### src/hw/rtl/pbbs_pkg.sv
`timescale 1ns / 1ps
// ----------------------------------------------------------------------------
// Power button and battery supervisor package
// Shared payload types, configuration layout, codes and the report divider.
// ----------------------------------------------------------------------------
package pbbs_pkg;

	localparam int SAMPLE_BITS_DEF = 12;
	localparam int SAMPLE_BITS_MAX = 16;
	localparam int ADC_W           = 12;
	localparam int THR_W           = 12;
	localparam int DEB_W           = 8;
	localparam int TMR_W           = 16;
	localparam int CFG_DATA_W      = 16;
	localparam int CFG_IDX_W       = 3;

	// Item kinds.
	localparam logic [1:0] KIND_TICK  = 2'd0;
	localparam logic [1:0] KIND_PRESS = 2'd1;
	localparam logic [1:0] KIND_ADC   = 2'd2;

	// Configuration register indexes.
	localparam logic [CFG_IDX_W-1:0] REG_DEBOUNCE     = 3'd0;
	localparam logic [CFG_IDX_W-1:0] REG_AUTOOFF      = 3'd1;
	localparam logic [CFG_IDX_W-1:0] REG_SAMPLE_PER   = 3'd2;
	localparam logic [CFG_IDX_W-1:0] REG_FIRST_SAMPLE = 3'd3;
	localparam logic [CFG_IDX_W-1:0] REG_LOW_THR      = 3'd4;
	localparam logic [CFG_IDX_W-1:0] REG_HIGH_THR     = 3'd5;

	// Reset values.
	localparam logic [DEB_W-1:0] DEBOUNCE_RST     = 8'd5;
	localparam logic [TMR_W-1:0] AUTOOFF_RST      = 16'd2445;
	localparam logic [TMR_W-1:0] SAMPLE_PER_RST   = 16'd156;
	localparam logic [TMR_W-1:0] FIRST_SAMPLE_RST = 16'd20;
	localparam logic [THR_W-1:0] LOW_THR_RST      = 12'd2800;
	localparam logic [THR_W-1:0] HIGH_THR_RST     = 12'd3300;

	typedef struct packed {
		logic [1:0]       kind;
		logic [ADC_W-1:0] adc_value;
	} item_t;

	typedef struct packed {
		logic       regulator_on;
		logic       start_sample;
		logic       tx_valid;
		logic [7:0] tx_byte;
		logic       battery_ok;
		logic       button_armed;
	} result_t;

	typedef struct packed {
		logic [DEB_W-1:0] debounce_ticks;
		logic [TMR_W-1:0] autooff_ticks;
		logic [TMR_W-1:0] sample_period_ticks;
		logic [TMR_W-1:0] first_sample_delay;
		logic [THR_W-1:0] low_threshold;
		logic [THR_W-1:0] high_threshold;
	} cfg_t;

	// x / 20, saturated to one byte. Computed as (x / 4) / 5, where the
	// division by five is a multiply by 52429 and a shift by 18, exact for
	// any 14-bit operand.
	function automatic logic [7:0] div20_sat(input logic [SAMPLE_BITS_MAX-1:0] x);
		logic [SAMPLE_BITS_MAX-3:0] quarter;
		logic [29:0]                prod;
		logic [11:0]                quo;
		quarter = x[SAMPLE_BITS_MAX-1:2];
		prod    = 30'(quarter) * 30'd52429;
		quo     = prod[29:18];
		return (quo > 12'd255) ? 8'd255 : quo[7:0];
	endfunction

endpackage

### src/hw/rtl/power_button_battery_supervisor.sv
`timescale 1ns / 1ps
// ----------------------------------------------------------------------------
// Power button and battery supervisor
// Regulator enable control from ticks, button presses and battery samples.
// ----------------------------------------------------------------------------
//   Channel   Signals                          Moves
//   item      item_valid, item_stall, item     one tick, press or ADC result
//   result    result_valid, result_stall, ...  one status word per item
//   config    cfg_we, cfg_index, cfg_data      register write, no read-back
//
// One item per clock is accepted while item_stall is low. An item lands in
// the input register, and the state update then writes its result register.
// Reset clears all state and loads the register defaults.
// When the result register is full and stalled, item_stall rises in the same
// cycle the input register cannot drain.
// ----------------------------------------------------------------------------
module power_button_battery_supervisor #(
	parameter int SAMPLE_BITS = pbbs_pkg::SAMPLE_BITS_DEF
) (
	input  logic                            clk,
	input  logic                            arst_n,
	input  logic                            item_valid,
	output logic                            item_stall,
	input  pbbs_pkg::item_t                 item,
	output logic                            result_valid,
	input  logic                            result_stall,
	output pbbs_pkg::result_t               result,
	input  logic                            cfg_we,
	input  logic [pbbs_pkg::CFG_IDX_W-1:0]  cfg_index,
	input  logic [pbbs_pkg::CFG_DATA_W-1:0] cfg_data
);
	import pbbs_pkg::*;

	cfg_t    cfg;
	item_t   item_s1;
	logic    valid_s1;
	result_t res_next;
	result_t res_q;
	logic    res_valid_q;
	logic    advance;
	logic    take;

	assign advance    = valid_s1 && (!res_valid_q || !result_stall);
	assign item_stall = valid_s1 && !advance;
	assign take       = item_valid && !item_stall;

	pbbs_cfg u_cfg (
		.clk       (clk),
		.arst_n    (arst_n),
		.cfg_we    (cfg_we),
		.cfg_index (cfg_index),
		.cfg_data  (cfg_data),
		.cfg       (cfg)
	);

	pbbs_state #(
		.SAMPLE_BITS (SAMPLE_BITS)
	) u_state (
		.clk    (clk),
		.arst_n (arst_n),
		.step   (advance),
		.item   (item_s1),
		.cfg    (cfg),
		.result (res_next)
	);

	always_ff @(posedge clk or negedge arst_n) begin
		if (!arst_n) begin
			valid_s1    <= 1'b0;
			res_valid_q <= 1'b0;
		end else begin
			if (take) begin
				valid_s1 <= 1'b1;
			end else if (advance) begin
				valid_s1 <= 1'b0;
			end
			if (advance) begin
				res_valid_q <= 1'b1;
			end else if (!result_stall) begin
				res_valid_q <= 1'b0;
			end
		end
	end

	always_ff @(posedge clk) begin
		if (take) begin
			item_s1 <= item;
		end
		if (advance) begin
			res_q <= res_next;
		end
	end

	assign result_valid = res_valid_q;
	assign result       = res_q;

endmodule

### src/hw/rtl/pbbs_cfg.sv
`timescale 1ns / 1ps
// ----------------------------------------------------------------------------
// Supervisor configuration registers
// Write-only register file holding the timer loads and battery thresholds.
// ----------------------------------------------------------------------------
module pbbs_cfg (
	input  logic                           clk,
	input  logic                           arst_n,
	input  logic                           cfg_we,
	input  logic [pbbs_pkg::CFG_IDX_W-1:0]  cfg_index,
	input  logic [pbbs_pkg::CFG_DATA_W-1:0] cfg_data,
	output pbbs_pkg::cfg_t                 cfg
);
	import pbbs_pkg::*;

	cfg_t cfg_q;

	always_ff @(posedge clk or negedge arst_n) begin
		if (!arst_n) begin
			cfg_q.debounce_ticks      <= DEBOUNCE_RST;
			cfg_q.autooff_ticks       <= AUTOOFF_RST;
			cfg_q.sample_period_ticks <= SAMPLE_PER_RST;
			cfg_q.first_sample_delay  <= FIRST_SAMPLE_RST;
			cfg_q.low_threshold       <= LOW_THR_RST;
			cfg_q.high_threshold      <= HIGH_THR_RST;
		end else if (cfg_we) begin
			unique case (cfg_index)
				REG_DEBOUNCE:     cfg_q.debounce_ticks      <= cfg_data[DEB_W-1:0];
				REG_AUTOOFF:      cfg_q.autooff_ticks       <= cfg_data[TMR_W-1:0];
				REG_SAMPLE_PER:   cfg_q.sample_period_ticks <= cfg_data[TMR_W-1:0];
				REG_FIRST_SAMPLE: cfg_q.first_sample_delay  <= cfg_data[TMR_W-1:0];
				REG_LOW_THR:      cfg_q.low_threshold       <= cfg_data[THR_W-1:0];
				REG_HIGH_THR:     cfg_q.high_threshold      <= cfg_data[THR_W-1:0];
				default: ;
			endcase
		end
	end

	assign cfg = cfg_q;

endmodule

### src/hw/rtl/pbbs_state.sv
`timescale 1ns / 1ps
// ----------------------------------------------------------------------------
// Supervisor state update
// Holds the power, debounce, timer and battery state and computes the result
// of one item in a single pass.
// ----------------------------------------------------------------------------
module pbbs_state #(
	parameter int SAMPLE_BITS = pbbs_pkg::SAMPLE_BITS_DEF
) (
	input  logic              clk,
	input  logic              arst_n,
	input  logic              step,
	input  pbbs_pkg::item_t   item,
	input  pbbs_pkg::cfg_t    cfg,
	output pbbs_pkg::result_t result
);
	import pbbs_pkg::*;

	localparam int CMP_W = (SAMPLE_BITS > THR_W) ? SAMPLE_BITS : THR_W;

	logic                   power_q, power_n;
	logic                   busy_q, busy_n;
	logic [DEB_W-1:0]       deb_q, deb_n;
	logic [TMR_W-1:0]       cnt_q, cnt_n;
	logic [TMR_W-1:0]       aoff_q, aoff_n;
	logic                   good_q, good_n;
	logic [SAMPLE_BITS-1:0] latest_q, latest_n;
	logic [SAMPLE_BITS-1:0] held_q, held_n;
	logic                   req;

	always_comb begin
		power_n  = power_q;
		busy_n   = busy_q;
		deb_n    = deb_q;
		cnt_n    = cnt_q;
		aoff_n   = aoff_q;
		good_n   = good_q;
		latest_n = latest_q;
		held_n   = held_q;
		req      = 1'b0;

		case (item.kind)
			KIND_TICK: begin
				if (busy_q) begin
					deb_n = deb_q - 1'b1;
					if (deb_n == '0) busy_n = 1'b0;
				end
				if (aoff_q != '0) begin
					aoff_n = aoff_q - 1'b1;
					if (aoff_n == '0) power_n = 1'b0;
				end
				if (power_n) begin
					if (cnt_q == '0) begin
						cnt_n  = cfg.sample_period_ticks;
						held_n = latest_q;
						req    = 1'b1;
					end
					cnt_n = cnt_n - 1'b1;
					// The check runs on the held sample even when nothing new was taken.
					if (good_q) begin
						if (CMP_W'(held_n) < CMP_W'(cfg.low_threshold)) begin
							good_n  = 1'b0;
							aoff_n  = '0;
							power_n = 1'b0;
						end
					end else if (CMP_W'(held_n) > CMP_W'(cfg.high_threshold)) begin
						good_n = 1'b1;
					end
				end
			end
			KIND_PRESS: begin
				if (!busy_q) begin
					deb_n   = cfg.debounce_ticks;
					busy_n  = 1'b1;
					power_n = !power_q;
					if (!power_q) begin
						cnt_n  = cfg.first_sample_delay;
						aoff_n = cfg.autooff_ticks;
					end
				end
			end
			KIND_ADC: latest_n = SAMPLE_BITS'(item.adc_value);
			default: ;
		endcase
	end

	always_ff @(posedge clk or negedge arst_n) begin
		if (!arst_n) begin
			power_q  <= 1'b0;
			busy_q   <= 1'b0;
			deb_q    <= DEBOUNCE_RST;
			cnt_q    <= FIRST_SAMPLE_RST;
			aoff_q   <= '0;
			good_q   <= 1'b1;
			latest_q <= '1;
			held_q   <= '1;
		end else if (step) begin
			power_q  <= power_n;
			busy_q   <= busy_n;
			deb_q    <= deb_n;
			cnt_q    <= cnt_n;
			aoff_q   <= aoff_n;
			good_q   <= good_n;
			latest_q <= latest_n;
			held_q   <= held_n;
		end
	end

	always_comb begin
		result.regulator_on = power_n;
		result.start_sample = req;
		result.tx_valid     = req;
		result.tx_byte      = req ? div20_sat(SAMPLE_BITS_MAX'(held_n)) : 8'd0;
		result.battery_ok   = good_n;
		result.button_armed = !busy_n;
	end

endmodule

### config.mk
export PLATFORM = sky130hd
export DESIGN_NAME = power_button_battery_supervisor
export DESIGN_NICKNAME = d
export VERILOG_FILES = /design/src/hw/rtl/pbbs_pkg.sv /design/src/hw/rtl/power_button_battery_supervisor.sv /design/src/hw/rtl/pbbs_cfg.sv /design/src/hw/rtl/pbbs_state.sv
export SDC_FILE = /design/constraint.sdc
export NUM_CORES = 1
export LEC_CHECK = 0
export BUFFER_PORTS_ARGS = -buffer_cell sky130_fd_sc_hd__buf_4
export CORE_MARGIN = 5
export CORE_UTILIZATION = 47
export CTS_CLUSTER_SIZE = 20
export DETAILED_ROUTE_END_ITERATION = 12
export HOLD_SLACK_MARGIN = 0.05
export PLACE_DENSITY = 0.77
export SLEW_MARGIN = 0
export SYNTH_ARGS = -nofsm -noshare
export SYNTH_HDL_FRONTEND = slang
export SYNTH_SLANG_ARGS = --single-unit
export TNS_END_PERCENT = 10
### constraint.sdc
create_clock -name clk -period 7.9 [get_ports clk]
set_input_delay 1.58 -clock clk [delete_from_list [all_inputs] [get_ports clk]]
set_output_delay 1.58 -clock clk [all_outputs]
set_load 0.01 [all_outputs]
; ---- Word-level counts from Yosys, hierarchy flattened
; Cells that the tools add are included.
[totals]
reg_bits = 175
latchBits = 0
ramBits = 0
romBits = 0
input_bits = 38
output_inout_bits = 15
word_cells = 115
memories = 0
[classes]
add_sub_neg = 3
mul = 1
n_div = 0
magnitude_cmp = 2
n_eq_ne = 12
shift = 0
n_mux = 44
n_bitwise = 0
n_reduce_logical = 29
[ops]
columns = cell, n
row1 = $mux 16, 12
row2 = $pmux 16 s2, 2
row3 = $mux 12, 5
row4 = $logic_not 16->1, 2
row5 = $sub 16x1->16 const B, 2
row6 = $mul 10x16->26 const B, 1
row7 = $mux 1, 20
row8 = $mux 8, 2
row9 = $pmux 8 s2, 1
row10 = $reduce_bool 16->1, 1
row11 = $reduce_and 2->1, 7
row12 = $gt 12x12->1, 1
row13 = $lt 12x12->1, 1
row14 = $logic_not 8->1, 1
row15 = $reduce_and 4->1, 2
row16 = $sub 8x1->8 const B, 1
row17 = $eq 3x2->1 const B, 2
row18 = $eq 3x3->1 const B, 2
row19 = $logic_not 1->1, 6
row20 = $ne 2x1->1 const B, 3
row21 = $reduce_and 5->1, 1
row22 = $ne 2x2->1 const B, 2
row23 = $pmux 1 s2, 2
row24 = $reduce_bool 2->1, 2
row25 = 8 further kinds, 10

; ---- Depth between registers and ports, before layout
[depth]
depth_word = 12
ltp_mapped = 32
ltp_nobuf = 30

; ---- Modules after synthesis
; A second synthesis with hierarchy kept.
[unflattened]
cells_unflattened = 1083
area_unflattened_um2 = 11413.4
[by_module_without_submodules]
columns = mod, instances, cells_each, area_each_um2, seq_area_each_um2
row1 = pbbs_state, 1, 875, 7398.3, 1712.9
row2 = pbbs_cfg, 1, 173, 3111.7, 2034.5
row3 = power_button_battery_supervisor, 1, 35, 903.4, 860.8

; ---- Least setup slack after synthesis
; Ideal clock, no wire load.
[synth_timing]
path_type = reg2reg
from = register u_state.aoff_q[0]
to = register res_q, in the netlist result[7] (data pin)
arrival_time_ps = 7525
required_ps = 7645
setup_slack_ps = 120
path_stages_with_launch = 30
n_path_buf = 2
synth_period_minus_slack_ps = 7780
path_cell_list = dfrtp_1 > inv_1 > ha_1 > nor3b_1 > nand4_1 > a2111oi_0 > o2111a_2 > a21oi_4 > clkbuf_1 > clkbuf_1 > a21oi_1 > ha_1 > inv_1 > fa_1 > inv_1 > fa_1 > fa_1 > inv_1 > fa_1 > inv_1 > ha_1 > a21o_1 > a21o_1 > a21o_1 > a211oi_1 > o211ai_1 > a21boi_0 > a2111oi_4 > or4_1 > and3_1
[synth_between]
elab_chain_len = 8
[synth_lines]
columns = element, line_no
row1 = from (decl), pbbs_state.sv:25  ; logic [TMR_W-1:0] aoff_q, aoff_n;
row2 = from (signal assigned), pbbs_state.sv:102  ; aoff_q <= aoff_n;
row3 = $sub 16x1->16, pbbs_state.sv:49  ; aoff_n = aoff_q - 1'b1;
row4 = $logic_not 16->1, pbbs_state.sv:50  ; if (aoff_n == '0) power_n = 1'b0;
row5 = $mux 1, pbbs_state.sv:50
row6 = $mux 1 (*), pbbs_state.sv:48  ; if (aoff_q != '0) begin
row7 = $mux 1 (*), pbbs_state.sv:42  ; case (item.kind)
row8 = $mux 12 (*), pbbs_state.sv:52  ; if (power_n) begin
row9 = $mux 12 (*), pbbs_state.sv:42
row10 = via u_state.held_n[6], pbbs_state.sv:28  ; logic [SAMPLE_BITS-1:0] held_q, held_n;
row11 = $mul 10x16->26 (*), pbbs_pkg.sv:69  ; prod = 30'(quarter) * 30'd52429;
row12 = to (signal assigned), power_button_battery_supervisor.sv:90  ; res_q <= res_next;
row13 = to (decl), power_button_battery_supervisor.sv:38  ; result_t res_q;
; The timed path passes the listed nets; every way through them passes the cells marked *. The select of a mux whose other input is x is not followed.
; A chain may end at the register's enable or synchronous reset.

; ---- Worst setup path after layout
[layout_timing]
from = register u_state.aoff_q[3]
to = register res_q, in the netlist result[7] (data pin)
[layout_between]
elab_chain_len = 8
[layout_lines]
columns = element, line_no
row1 = $sub 16x1->16, pbbs_state.sv:49
row2 = $logic_not 16->1, pbbs_state.sv:50
row3 = $mux 1, pbbs_state.sv:50
row4 = $mux 1 (*), pbbs_state.sv:48
row5 = $mux 1 (*), pbbs_state.sv:42
row6 = $mux 12, pbbs_state.sv:52
row7 = $mux 12, pbbs_state.sv:42
row8 = $mul 10x16->26, pbbs_pkg.sv:69
; Every way passes the cells marked *; elsewhere a longest branch is shown, timed or not. The select of a mux whose other input is x is not followed.

==> results_dict.tcl <==
set metrics [dict create \
    ys.flop_type "dfrtp_1" \
    pre_cts_ws_ps -3.07 \
    slew_headroom_pct 25.6 \
    clock_path_buffers 2 \
    status "completed" \
    ys_types 70 \
    clock-sinks 175 \
    synth_area_per_cell_um2 10.3 \
    syn-num-nets 1233 \
    n_fill_cell 1953 \
    syn_area_um2 11100 \
    yosysSeqAreaShare_pct 41.4 \
    synth_top_family_by_area "adder cells" \
    synth-simple-area-share_pct 12.3 \
    grt_usage_pct 19.5 \
    timing.hold.ws_ps 476 \
    gp_congestion 0.892 \
    synth.ff_latch_count 175 \
    reg2reg_depth 28 \
    fin_ws_ps 289 \
    antenna_found_initial 0 \
    hold_start "item_s1[1]$_DFFE_PP_" \
    cp_slowest_cell "fa_1" \
    drv_slew 0 \
    timing.rr.end "result[7]$_SDFFCE_PN0P_" \
    vias 8080 \
    worstMarginPinSlew_ps 1120 \
    cts-root-buf "clkbuf_16" \
    crit_path_end_kind "register" \
    rows 56 \
    drt-vias-per-instance 5.52 \
    ioPinCount 53 \
    final_cells 1463 \
    r2r_start "u_state.aoff_q[3]$_DFFE_PN0P_" \
    crit_type "reg2reg" \
    grt_first_pass_wirelength_um 41800 \
    crit_path_start_kind "register" \
    postRouteAntennaNets 0 \
    antenna_cells 0 \
    holdPathStages 1 \
    synth.area.mux_share_pct 10.2 \
    cts_tree "yes" \
    holdCritPathClass "reg2reg" \
    hold_path_end "u_state.latest_q[1]$_DFFE_PN1P_" \
    hpwl_um 18100 \
    finalCritPeriodShare_pct 96.3 \
    synth_edf_count 26 \
    synthArstFlopShare_pct 85.1 \
    synth_warnings 0 \
    grt_start_max_net_pins 105 \
    dp.cells 1423 \
    arrival_ps 7790 \
    clk_pin_slew_ps 70 \
    synth_cells 1071 \
    die_h_um 163 \
    crit_family "adder cells" \
    wl_um 25000 \
    wire_per_inst_um 17.1 \
    fin_nets 1293 \
    drive_above_1_share_pct 24.9 \
    ff2ff_setup_slack_ps 290 \
    clk_latency_ps 430 \
    hold_violations 0 \
    max_stage_delay_ps 530 \
    port-buffer-count 52 \
    path_max_fanout 7 \
    cp_num_buf_inv 7 \
    drc 0 \
    design.core.area_um2 23300 \
    synth-compound-area-share_pct 12.7 \
    mostFrequentLayoutCell "inv_1" \
    drt_iter0_drc 431 \
    cap_violations 0 \
    synthAdderAreaFrac_pct 16.1 \
    fmax_mhz 131 \
    setup_viol 0 \
    cp.required_ps 8080 \
    synthXorXnorAreaFrac_pct 1.97 \
    die_w_um 163 \
    dieArea_um2 26700 \
    start_util_pct 47.4 \
    syn_to_final_growth_pct 14.0 \
    htreeDepth 4 \
    final_cell_mix "inv_1, dfrtp_1, ha_1" \
    skew_ps 9.18 \
    drt_pass1_iterations 6 \
    grt_pass1_vias 8132 \
    final.min_clock_period_ps 7610 \
    grt_overflow_total 0 \
    numCtsBuffers 17 \
]
## kinds of logic after synthesis
family                   count (synthesis)
multiplexers                           101
buffers and inverters                  154
adder cells (fa/ha/maj)                124
AO/OA/AOI/OAI                          219
flip-flops                             175
XOR/XNOR                                24
AND/OR/NAND/NOR                        274
## cell type report
type	count	area [µm²]	share of cell area, %
Clock buffer	20	447	3.54
Clock inverter	12	149	1.18
Inverter	115	432	3.42
Multi-Input combinational cell	743	6020	47.7
Sequential cell	175	4580	36.3
Tap cell	319	399	3.16
Timing Repair Buffer	79	597	4.73
## repair_timing
action / CTS / global route
buffers inserted: 0 / 7
hold buffers: 0 / 0
resized for setup: 1 / 17
gates cloned: 0 / 1
pin swaps: 0 / 8
endpoints found under the setup margin: 2 / 6
## flip-flops by register name, indices dropped and copies added, names as in the netlist
register,cells
u_state.aoff_q,16
u_state.power_q,1
result,12
valid_s1,1
u_state.deb_q,8
u_state.busy_q,1
u_state.held_q,12
item_s1,14
u_state.latest_q,12
u_cfg.cfg,80
u_state.good_q,1
result_valid,1
u_state.cnt_q,16
## per-stage QoR
| step | setup TNS (ps) | instance area, µm² | utilization (%) |
|---|---|---|---|
| 2_1_floorplan | 0 | 11100 | - |
| 5_1_grt | -64.1 | 12600 | 54.1 |
| 3_3_place_gp | 0 | 11900 | 50.9 |
| 6_report | 0 | 12600 | 54.1 |
| 3_5_place_dp | -3.07 | 11900 | 50.9 |
| 4_1_cts | 0 | 12500 | 53.4 |
## worst register-to-register path: cells and delay by family (launching register included)
kind            cells  cell delay, ps
simple gates        3            1070
fa+ha+maj           5            2340
buf+inv             7             800
compound gates     11            2270
xor+xnor            1             240
mux                 1             260
flops               1             390
## Yosys cell counts (all sizes together), types with 7 or more instances
library cell / instances / area share (%)
ha: 94 / 11
dfrtp: 94 / 21
a21oi: 58 / 2.7
a21o: 15 / 1.0
xnor2: 14 / 1.2
nor4: 8 / 0.72
nor2: 76 / 2.6
mux2: 86 / 8.8
fa: 30 / 5.4
mux2i: 15 / 1.5
o22a: 7 / 0.55
nand3: 18 / 0.81
edfxtp: 26 / 7.1
nand4: 13 / 0.74
o21ai: 67 / 3.0
nand2: 76 / 2.6
clkbuf: 30 / 1.0
nor3: 27 / 1.4
a211oi: 8 / 0.54
nor2b: 8 / 0.45
buf: 9 / 0.47
inv: 115 / 3.9
nor3b: 7 / 0.48
dfstp: 55 / 13
xor2: 10 / 0.79
a22oi: 7 / 0.48
nand2b: 11 / 0.62
## worst max-delay path by stage
stage | startpoint | endpoint | depth (start not counted)
4_1_cts | u_state.aoff_q[1]$_DFFE_PN0P_ | result[7]$_SDFFCE_PN0P_ | 28
2_1_floorplan | u_state.aoff_q[0]$_DFFE_PN0P_ | result[7]$_SDFFCE_PN0P_ | 29
3_5_place_dp | u_state.aoff_q[1]$_DFFE_PN0P_ | result[7]$_SDFFCE_PN0P_ | 28
3_3_place_gp | u_state.aoff_q[1]$_DFFE_PN0P_ | result[7]$_SDFFCE_PN0P_ | 28
6_report | u_state.aoff_q[3]$_DFFE_PN0P_ | result[7]$_SDFFCE_PN0P_ | 28
5_1_grt | u_state.aoff_q[3]$_DFFE_PN0P_ | result[7]$_SDFFCE_PN0P_ | 28
## layer usage
metal / wire (µm) / global-route usage, % / up-vias
met1: 11900 / 27.8 / 3967
met4: 368 / 4.96 / 0
met3: 1140 / 3.13 / 24
li1: - / - / 3886
met2: 11600 / 31.2 / 203
met5: 0 / 0 / -
Power is left out: the tool's default activity adds up to more than one toggle a clock period on the data nets, which glitch-free logic cannot reach.
